**config.mk**
```make
export PLATFORM = sky130hd
export DESIGN_NAME = brake_light_flash_controller_unit
export DESIGN_NICKNAME = d
export VERILOG_FILES = /design/src/rtl/bfc_pkg.sv /design/src/rtl/brake_light_flash_controller_unit.sv
export SDC_FILE = /design/constraint.sdc
export NUM_CORES = 1
export LEC_CHECK = 0
export ABC_AREA = 1
export ABC_CLOCK_PERIOD_IN_PS = 4150
export BUFFER_PORTS_ARGS = -buffer_cell sky130_fd_sc_hd__buf_2
export CORE_UTILIZATION = 48
export CTS_BUF_LIST = sky130_fd_sc_hd__clkbuf_2
export DETAILED_ROUTE_END_ITERATION = 10
export HOLD_SLACK_MARGIN = 0.12
export SKIP_LAST_GASP = 1
export SLEW_MARGIN = 20
export SYNTH_ARGS = -nofsm -noshare
export SYNTH_HDL_FRONTEND = slang
export SYNTH_SLANG_ARGS = --single-unit
```
**constraint.sdc**
```tcl
create_clock -name aclk -period 4.15 [get_ports aclk]
set_input_delay 0 -clock aclk [delete_from_list [all_inputs] [get_ports aclk]]
set_output_delay 0 -clock aclk [all_outputs]
set_load 0.1 [all_outputs]
```
**src/rtl/bfc_pkg.sv**
```systemverilog
// package for the brake light flash controller: mode codes, register indexes, reset values
`default_nettype none

package bfc_pkg;

    localparam int unsigned DataWidth = 8;
    localparam int unsigned ModeWidth = 3;
    localparam int unsigned CfgIndexWidth = 3;

    typedef logic [DataWidth-1:0] level_t;

    typedef enum logic [ModeWidth-1:0] {
        MODE_OFF       = 3'd0,
        MODE_FLASH_ON  = 3'd1,
        MODE_FLASH_OFF = 3'd2,
        MODE_STEADY    = 3'd3,
        MODE_LIGHTS    = 3'd4
    } mode_t;

    typedef enum logic [CfgIndexWidth-1:0] {
        CFG_STEP_DIVIDE  = 3'd0,
        CFG_BLINK_LIMIT  = 3'd1,
        CFG_HOLD_LIMIT   = 3'd2,
        CFG_LIGHTS_LEVEL = 3'd3,
        CFG_FULL_LEVEL   = 3'd4
    } cfg_index_t;

    localparam level_t StepDivideReset  = 8'd100;
    localparam level_t BlinkLimitReset  = 8'd30;
    localparam level_t HoldLimitReset   = 8'd100;
    localparam level_t LightsLevelReset = 8'd60;
    localparam level_t FullLevelReset   = 8'd255;
    localparam level_t DutyLevelReset   = 8'd60;

endpackage

`default_nettype wire

```
**src/rtl/brake_light_flash_controller_unit.sv**
```systemverilog
// top level: brake light flash controller with mode machine, pwm and output skid buffer
// accepted results are registered in the output register, or the skid one when stalled
// throughput: one tick per cycle while the skid register is empty; a two-entry buffer
// (output register plus skid register) takes one more tick while a result is stalled
// reset: synchronous active-low aresetn clears counters, mode and buffers and
// restores the configuration registers and duty level to their defaults
`default_nettype none

module brake_light_flash_controller_unit (
    input  wire logic                              aclk,
    input  wire logic                              aresetn,
    input  wire logic                              cfg_wr_en,
    input  wire logic [bfc_pkg::CfgIndexWidth-1:0] cfg_index,
    input  wire logic [bfc_pkg::DataWidth-1:0]     cfg_wdata,
    input  wire logic                              s_valid,
    output logic                                   s_ready,
    input  wire logic                              s_stop_switch,
    input  wire logic                              s_lights_switch,
    output logic                                   m_valid,
    input  wire logic                              m_ready,
    output logic                                   m_lamp_on,
    output logic [bfc_pkg::ModeWidth-1:0]          m_light_mode
);
    import bfc_pkg::*;

    level_t step_divide_reg, blink_limit_reg, hold_limit_reg;
    level_t lights_level_reg, full_level_reg;

    level_t tick_count_reg, tick_count_next;
    mode_t  mode_reg, mode_next;
    level_t blink_count_reg, blink_count_next;
    level_t hold_count_reg, hold_count_next;
    level_t duty_level_reg, duty_level_next;
    level_t pwm_phase_reg;

    logic                 out_valid_reg, skid_valid_reg;
    logic                 out_lamp_reg, skid_lamp_reg;
    logic [ModeWidth-1:0] out_mode_reg, skid_mode_reg;

    logic accept, step, lamp_next;

    assign accept  = s_valid && s_ready;
    assign s_ready = !skid_valid_reg;
    assign m_valid = out_valid_reg;
    assign m_lamp_on = out_lamp_reg;
    assign m_light_mode = out_mode_reg;
    assign step = tick_count_reg > step_divide_reg;
    assign lamp_next = pwm_phase_reg < duty_level_next;

    // configuration registers
    always_ff @(posedge aclk) begin
        if (!aresetn) begin
            step_divide_reg  <= StepDivideReset;
            blink_limit_reg  <= BlinkLimitReset;
            hold_limit_reg   <= HoldLimitReset;
            lights_level_reg <= LightsLevelReset;
            full_level_reg   <= FullLevelReset;
        end else if (cfg_wr_en) begin
            case (cfg_index)
                CFG_STEP_DIVIDE:  step_divide_reg  <= cfg_wdata;
                CFG_BLINK_LIMIT:  blink_limit_reg  <= cfg_wdata;
                CFG_HOLD_LIMIT:   hold_limit_reg   <= cfg_wdata;
                CFG_LIGHTS_LEVEL: lights_level_reg <= cfg_wdata;
                CFG_FULL_LEVEL:   full_level_reg   <= cfg_wdata;
                default: ;
            endcase
        end
    end

    // mode machine step
    always_comb begin
        tick_count_next  = tick_count_reg + 8'd1;
        mode_next        = mode_reg;
        blink_count_next = blink_count_reg;
        hold_count_next  = hold_count_reg;
        duty_level_next  = duty_level_reg;
        if (step) begin
            tick_count_next = '0;
            case (mode_reg)
                MODE_OFF: begin
                    duty_level_next = '0;
                    if (s_stop_switch) mode_next = MODE_FLASH_ON;
                    if (s_lights_switch) mode_next = MODE_LIGHTS;
                end
                MODE_FLASH_ON: begin
                    duty_level_next = full_level_reg;
                    blink_count_next = blink_count_reg + 8'd1;
                    if (blink_count_reg > blink_limit_reg) begin
                        blink_count_next = '0;
                        mode_next = MODE_FLASH_OFF;
                    end
                end
                MODE_FLASH_OFF: begin
                    duty_level_next = '0;
                    hold_count_next = hold_count_reg + 8'd1;
                    if (hold_count_reg > hold_limit_reg && s_stop_switch) begin
                        hold_count_next = '0;
                        mode_next = MODE_STEADY;
                    end
                    if (!s_stop_switch) begin
                        hold_count_next = '0;
                        mode_next = s_lights_switch ? MODE_LIGHTS : MODE_OFF;
                    end
                    // blink limit overrides the moves above
                    blink_count_next = blink_count_reg + 8'd1;
                    if (blink_count_reg > blink_limit_reg) begin
                        blink_count_next = '0;
                        mode_next = MODE_FLASH_ON;
                    end
                end
                MODE_STEADY: begin
                    duty_level_next = full_level_reg;
                    if (!s_stop_switch) mode_next = s_lights_switch ? MODE_LIGHTS : MODE_OFF;
                end
                MODE_LIGHTS: begin
                    duty_level_next = lights_level_reg;
                    if (s_stop_switch) mode_next = MODE_FLASH_ON;
                    if (!s_lights_switch) mode_next = MODE_OFF;
                end
                default: ;
            endcase
        end
    end

    // machine state
    always_ff @(posedge aclk) begin
        if (!aresetn) begin
            tick_count_reg  <= '0;
            mode_reg        <= MODE_OFF;
            blink_count_reg <= '0;
            hold_count_reg  <= '0;
            duty_level_reg  <= DutyLevelReset;
            pwm_phase_reg   <= '0;
        end else if (accept) begin
            tick_count_reg  <= tick_count_next;
            mode_reg        <= mode_next;
            blink_count_reg <= blink_count_next;
            hold_count_reg  <= hold_count_next;
            duty_level_reg  <= duty_level_next;
            pwm_phase_reg   <= pwm_phase_reg + 8'd1;
        end
    end

    // output register and skid register
    always_ff @(posedge aclk) begin
        if (!aresetn) begin
            out_valid_reg  <= 1'b0;
            skid_valid_reg <= 1'b0;
        end else if (!out_valid_reg || m_ready) begin
            if (skid_valid_reg) begin
                out_valid_reg  <= 1'b1;
                skid_valid_reg <= 1'b0;
            end else begin
                out_valid_reg <= accept;
            end
        end else if (accept) begin
            skid_valid_reg <= 1'b1;
        end
    end

    always_ff @(posedge aclk) begin
        if (!out_valid_reg || m_ready) begin
            if (skid_valid_reg) begin
                out_lamp_reg <= skid_lamp_reg;
                out_mode_reg <= skid_mode_reg;
            end else begin
                out_lamp_reg <= lamp_next;
                out_mode_reg <= ModeWidth'(mode_next);
            end
        end else if (accept) begin
            skid_lamp_reg <= lamp_next;
            skid_mode_reg <= ModeWidth'(mode_next);
        end
    end

    a_skid_needs_out: assert property (@(posedge aclk) disable iff (!aresetn)
        skid_valid_reg |-> out_valid_reg)
        else $error("skid register holds a transaction while output register is empty");

    a_accept_gives_result: assert property (@(posedge aclk) disable iff (!aresetn)
        accept |=> m_valid)
        else $error("accepted transaction produced no result");

    a_step_clears_tick: assert property (@(posedge aclk) disable iff (!aresetn)
        (accept && step) |=> (tick_count_reg == '0))
        else $error("tick counter not cleared on machine step");

    a_stall_fills_skid: assert property (@(posedge aclk) disable iff (!aresetn)
        (accept && m_valid && !m_ready) |=> !s_ready)
        else $error("stalled result not held in skid register");

endmodule

`default_nettype wire

```
== After elaboration in Yosys (flattened, before gate mapping) ==
Index checks and enable logic that the tools add are counted.

* Memory bits (writable): 0
* Register bits after elaboration: 93
* Latch bits: 0
* Memories kept: 0
* Memory bits (read-only): 0

* Div/mod/pow operators: 0
* Eq/ne operators: 8
* Magnitude comparators: 4
* Reductions and logical operators: 19
* Bitwise gates (word level): 2
* Shifts and indexed selects: 0
* Add/sub/neg operators: 4
* $mul: 0
* Multiplexer cells: 20

{| class="wikitable"
|+ Operators with widths
! cell !! number
|-
| $mux 8 || 5
|-
| $mux 3 || 11
|-
| $add 8x1->8 const B || 4
|-
| $gt 8x8->1 || 3
|-
| $pmux 8 s3 || 1
|-
| $pmux 3 s5 || 1
|-
| $eq 3x2->1 const B || 4
|-
| $reduce_and 2->1 || 6
|-
| $lt 8x8->1 || 1
|-
| $reduce_or 2->1 || 4
|-
| $eq 3x1->1 const B || 2
|-
| $eq 3x3->1 const B || 2
|-
| $logic_not 3->1 || 2
|-
| $reduce_and 3->1 || 2
|-
| $logic_and 1x1->1 || 2
|-
| $logic_not 1->1 || 2
|-
| $mux 1 || 2
|-
| $not 1->1 || 2
|-
| $logic_or 1x1->1 || 1
|}

== Longest topological paths before layout ==
* Word-level depth: 8
* Mapped depth: 23
* Mapped depth without buffers: 23

== Worst setup path after synthesis ==
OpenSTA, ideal clock, no wires.

* Path type: reg-to-reg
* Start point: register step_divide_reg[7]
* End point: register out_lamp_reg, in the netlist m_lamp_on (data pin)
* Clock period less this slack: 2.453 ns
* Data arrival time: 2.194 ns
* Setup slack: 1.697 ns
* Buffers on the path: 0
* Stages on the path, launching flop included: 20
* Setup time: 0.258 ns
* Required time: 3.892 ns
* Cells stage by stage: dfxtp_1 > inv_1 > ha_1 > nand2_1 > nor2_1 > nand2_1 > nand2_1 > nand2_2 > nor2_4 > inv_2 > a21oi_1 > inv_1 > ha_1 > nand2_1 > nor2_1 > nor2_1 > nand2_1 > inv_1 > nand3_1 > nand2_1

* Longest elaborated chain between the ends: 4

{| class="wikitable"
|+ RTL lines
! what !! RTL line !! source
|-
| start, declared || brake_light_flash_controller_unit.sv:26 || <nowiki>level_t step_divide_reg, blink_limit_reg, hold_limit_reg;</nowiki>
|-
| start signal, assigned || brake_light_flash_controller_unit.sv:53 || <nowiki>step_divide_reg <= StepDivideReset;</nowiki>
|-
| start signal, assigned || brake_light_flash_controller_unit.sv:60 || <nowiki>CFG_STEP_DIVIDE: step_divide_reg <= cfg_wdata;</nowiki>
|-
| $gt 8x8->1 || brake_light_flash_controller_unit.sv:47 || <nowiki>assign step = tick_count_reg > step_divide_reg;</nowiki>
|-
| $mux 8 || brake_light_flash_controller_unit.sv:77 || <nowiki>if (step) begin</nowiki>
|-
| $lt 8x8->1 || brake_light_flash_controller_unit.sv:48 || <nowiki>assign lamp_next = pwm_phase_reg < duty_level_next;</nowiki>
|-
| $mux 1 || brake_light_flash_controller_unit.sv:163 || <nowiki>if (skid_valid_reg) begin</nowiki>
|-
| end signal, assigned || brake_light_flash_controller_unit.sv:164 || <nowiki>out_lamp_reg <= skid_lamp_reg;</nowiki>
|-
| end signal, assigned || brake_light_flash_controller_unit.sv:167 || <nowiki>out_lamp_reg <= lamp_next;</nowiki>
|-
| end, declared || brake_light_flash_controller_unit.sv:37 || <nowiki>logic out_lamp_reg, skid_lamp_reg;</nowiki>
|}

Every way passes these cells.
A chain may end at the register's enable or synchronous reset.

== Final worst setup path ==
Ends and elaborated chain as after synthesis.

==> metrics.md <==
| Metric | Value |
|---|---|
| Combinational power share | 0.131 |
| Htree depth | 3 |
| Startpoint Class | register |
| Cts hold-fix bufs | 36 |
| Hold-critical path endpoint | full_level_reg[1] |
| Worst slew pin tran | 0.7261 ns |
| Max Buffers Root-to-Sink | 2 |
| Die area | 0.01025 mm² |
| TritonCTS buffer count | 9 |
| Largest net degree at the start of global routing | 51 |
| Wire per inst | 13.43 µm |
| Initial antenna violation count | 0 |
| Final hold violation count | 0 |
| CP peak stage delay | 0.37 ns |
| DP HPWL | ~7700 µm |
| Critical path class | register to register |
| Clk Latency, worst-skew pair | 0.54 ns |
| Mean Syn Cell Area | 7.614 µm² |
| Sw power | 0.4691 mW |
| Clock power frac | 0.280 |
| Synthesized cell area | 0.004728 mm² |
| Seq/Total Area, Yosys | 0.4107 |
| Layout net count | between 700 and 800 |
| Final worst-path cycle share | 0.6477 |
| Post-Route WL | 10950 µm |
| Ys async rst share | 0 |
| R2R cell count | 19 |
| Max Fclk | 0.3720 GHz |
| CP cell instances | inv_1, ha_1, nand2_1, nor2_1, nand2_1, nand2_1, nand2_2, nor2_4, inv_2, a21oi_1, inv_1, ha_1, nand2_1, nor2_1, nor2_1, nand2_1, inv_1, nand3_1, nand2_1 |
| Slowest cell on crit path | dfxtp_1 |
| Flop2flop setup slack | ~1.5 ns |
| Row count | 35 |
| Worst setup path startpoint | step_divide_reg[7] |
| Drt pass-1 iters | 5 |
| Required time worst endpoint | 4.50 ns |
| Vias per Instance | about 5.1 |
| Power per cell area | 298.0 mW/mm² |
| CTS tree | yes |
| Worst vdd ir | 0.1707 mV |
| Number of synthesized flops with an enable pin | 8 |
| Critical path peak fanout | 9 |
| Gpl congestion | 0.7888 |
| Initial Util | 0.5045 |
| Layout cells sized above 1 | 0.09913 |
| DRT iter0 DRCs | 233 |
| First-pass GRT wire length | 18260 µm |
| HP Class | primary input to register |
| Clock-pin slew on the worst setup and hold paths | 0.27 ns |
| Syn_nets | 674 |
| Critical Path End Type | register |
| Syn. warnings | 0 |
| Status | finished clean |
| Worst Path Arrival | slightly above 3 ns |
| Die Ht | 101.3 µm |
| PostCTS Resize Cnt | 0 |
| Antenna Cells | 0 |
| Fin cells | 815 |
| Max_slew headroom | 0.5141 |
| Post-synth cell types | 42 |
| Root Buffer | clkbuf_2 |
| DR vias | slightly above 4000 |
| DRC violations left | 0 |
| Final Util | 0.5813 |
| Gate Count Post-Synth | 621 |
| Most frequent cell on the critical path | nand2_1 |
| Internal power | about 1.2 mW |
| Clk_skew | 0.04928 ns |
| DP Cell Count | between 700 and 800 |
| Worst R2R Start | step_divide_reg[7] |
| Final ANT Viol Nets | 0 |
| Total grt overflow | 0 |
| Post-CTS Setup Bufs | 0 |
| Hold depth | 4 |
| RR Endpoint | m_lamp_on |
| Reg power frac | 0.589 |
| Die width | about 100 µm |
| Tot GR Track Use | 0.2288 |
| Main synth FF type | dfxtp_1 |
| Fill count | 905 |
| Setup Viol. Count Final | 0 |
| RSZ-0062 raised after global routing | false |
| Pleak | 2.413 nW |
| Yosys reg bits | a little over 90 |
| IO buf count | 23 |
| Core ar. | 0.009371 mm² |
| Layout area overhead | 15.22% |
| Vias in the first global route | 3914 |
| Hold path start | cfg_wdata[1] |
| Shortest period the worst path allows | 2.688 ns |
| Clock sink count | 93 |
| Max-Cap Viols | 0 |
| Max-slew violation count | 0 |
| Setup TNS | 0 ns |
| Top Ports | 24 |
| Sw Ratio | 0.2889 |
[power groups by stage]
stage / registers (mW) / logic [mW] / clock network (mW)
finish: 0.956 / 0.212 / 0.455
global route: 0.961 / 0.238 / 0.505
CTS: 0.957 / 0.212 / 0.473
detailed placement: 0.973 / 0.191 / 0
global placement: 0.973 / 0.188 / 0
floorplan: 0.997 / 0.112 / 0
[worst max-delay path: cells and delay by family (launching register included)]
family	cells	cell delay (ns)
simple gates	12	1.11
fa+ha+maj	2	0.55
flops	1	0.37
buf+inv	4	0.28
compound gates	1	0.21
[how the worst max path moves through the flow]
stage | endpoint | slack, ns
detailed placement | m_lamp_on | 1.46
floorplan | m_lamp_on | 1.70
global placement | m_lamp_on | 1.51
CTS | m_lamp_on | 1.43
global route | m_lamp_on | 1.13
finish | m_lamp_on | 1.46
[stage by stage]
stage	power [mW]	instance area, µm²	setup slack [ns]	hold slack, ns
final	1.623	5448	1.462	0.3282
after CTS	1.641	5448	1.427	0.2911
after global routing	1.704	5448	1.132	0.3255
after global placement	1.160	4971	1.513	0.3074
after floorplan	1.109	4728	1.697	0.1132
after detailed placement	1.164	4971	1.462	0.3189
[cell usage after synthesis, drive strengths merged, types with 4 or more instances]
library cell,n,area share
clkbuf,11,0.0087
a32o,4,0.0085
mux2i,4,0.0085
xor2,4,0.0074
nand3,36,0.040
nor2,60,0.054
a21oi,58,0.065
edfxtp,8,0.051
dfxtp,85,0.36
a211oi,4,0.0064
ha,35,0.093
inv,93,0.074
nor3,9,0.012
nand2,123,0.10
nand4,5,0.0066
o21ai,51,0.056
o211ai,10,0.016
[cells by family after synthesis]
| group | count (synthesis) | synth area share |
|---|---|---|
| and+or+nand+nor | 244 | 0.2313 |
| AOI/OAI and AO/OA | 134 | 0.1620 |
| buffers and inverters | 105 | 0.08389 |
| DFF | 93 | 0.4107 |
| adders and majority gates | 35 | 0.09262 |
| xor gates and xnor gates | 6 | 0.01111 |
| muxes | 4 | 0.008468 |
[cell usage in the layout, fill, tap and decap left out, drive strengths merged, types with 2 or more instances in the layout]
master,instances
nand3b,2
a32o,4
nor3b,3
ha,35
a211oi,4
xor2,4
buf,24
nor2,60
nand2,123
nand3,36
xnor2,2
nor4,3
edfxtp,8
nand4,5
nor3,9
clkbuf,11
dfxtp,85
clkinvlp,3
a21oi,58
mux2i,4
o21ai,51
dlygate4sd3,36
inv,94
a31oi,3
and3,2
o211ai,10
[layout make-up]
cell class	count	area (µm²)	area share
Timing Repair Buffer	60	483.0	0.08865
Clock inverter	5	61.31	0.01125
Tap cell	129	161.4	0.02963
Inverter	94	355.3	0.06523
Sequential cell	93	1942	0.3565
Clock buffer	11	55.05	0.01011
Multi-Input combinational cell	423	2390	0.4387
[layer usage]
metal	global-route usage	vias to the layer above	routed length [µm]
met2	0.3768	84	4961
met1	0.3198	1879	5390
met4	0.06020	0	116
met3	0.02553	11	477
met5	0	-	0
li1	-	2179	-
Power figures use the tool's default switching activity.
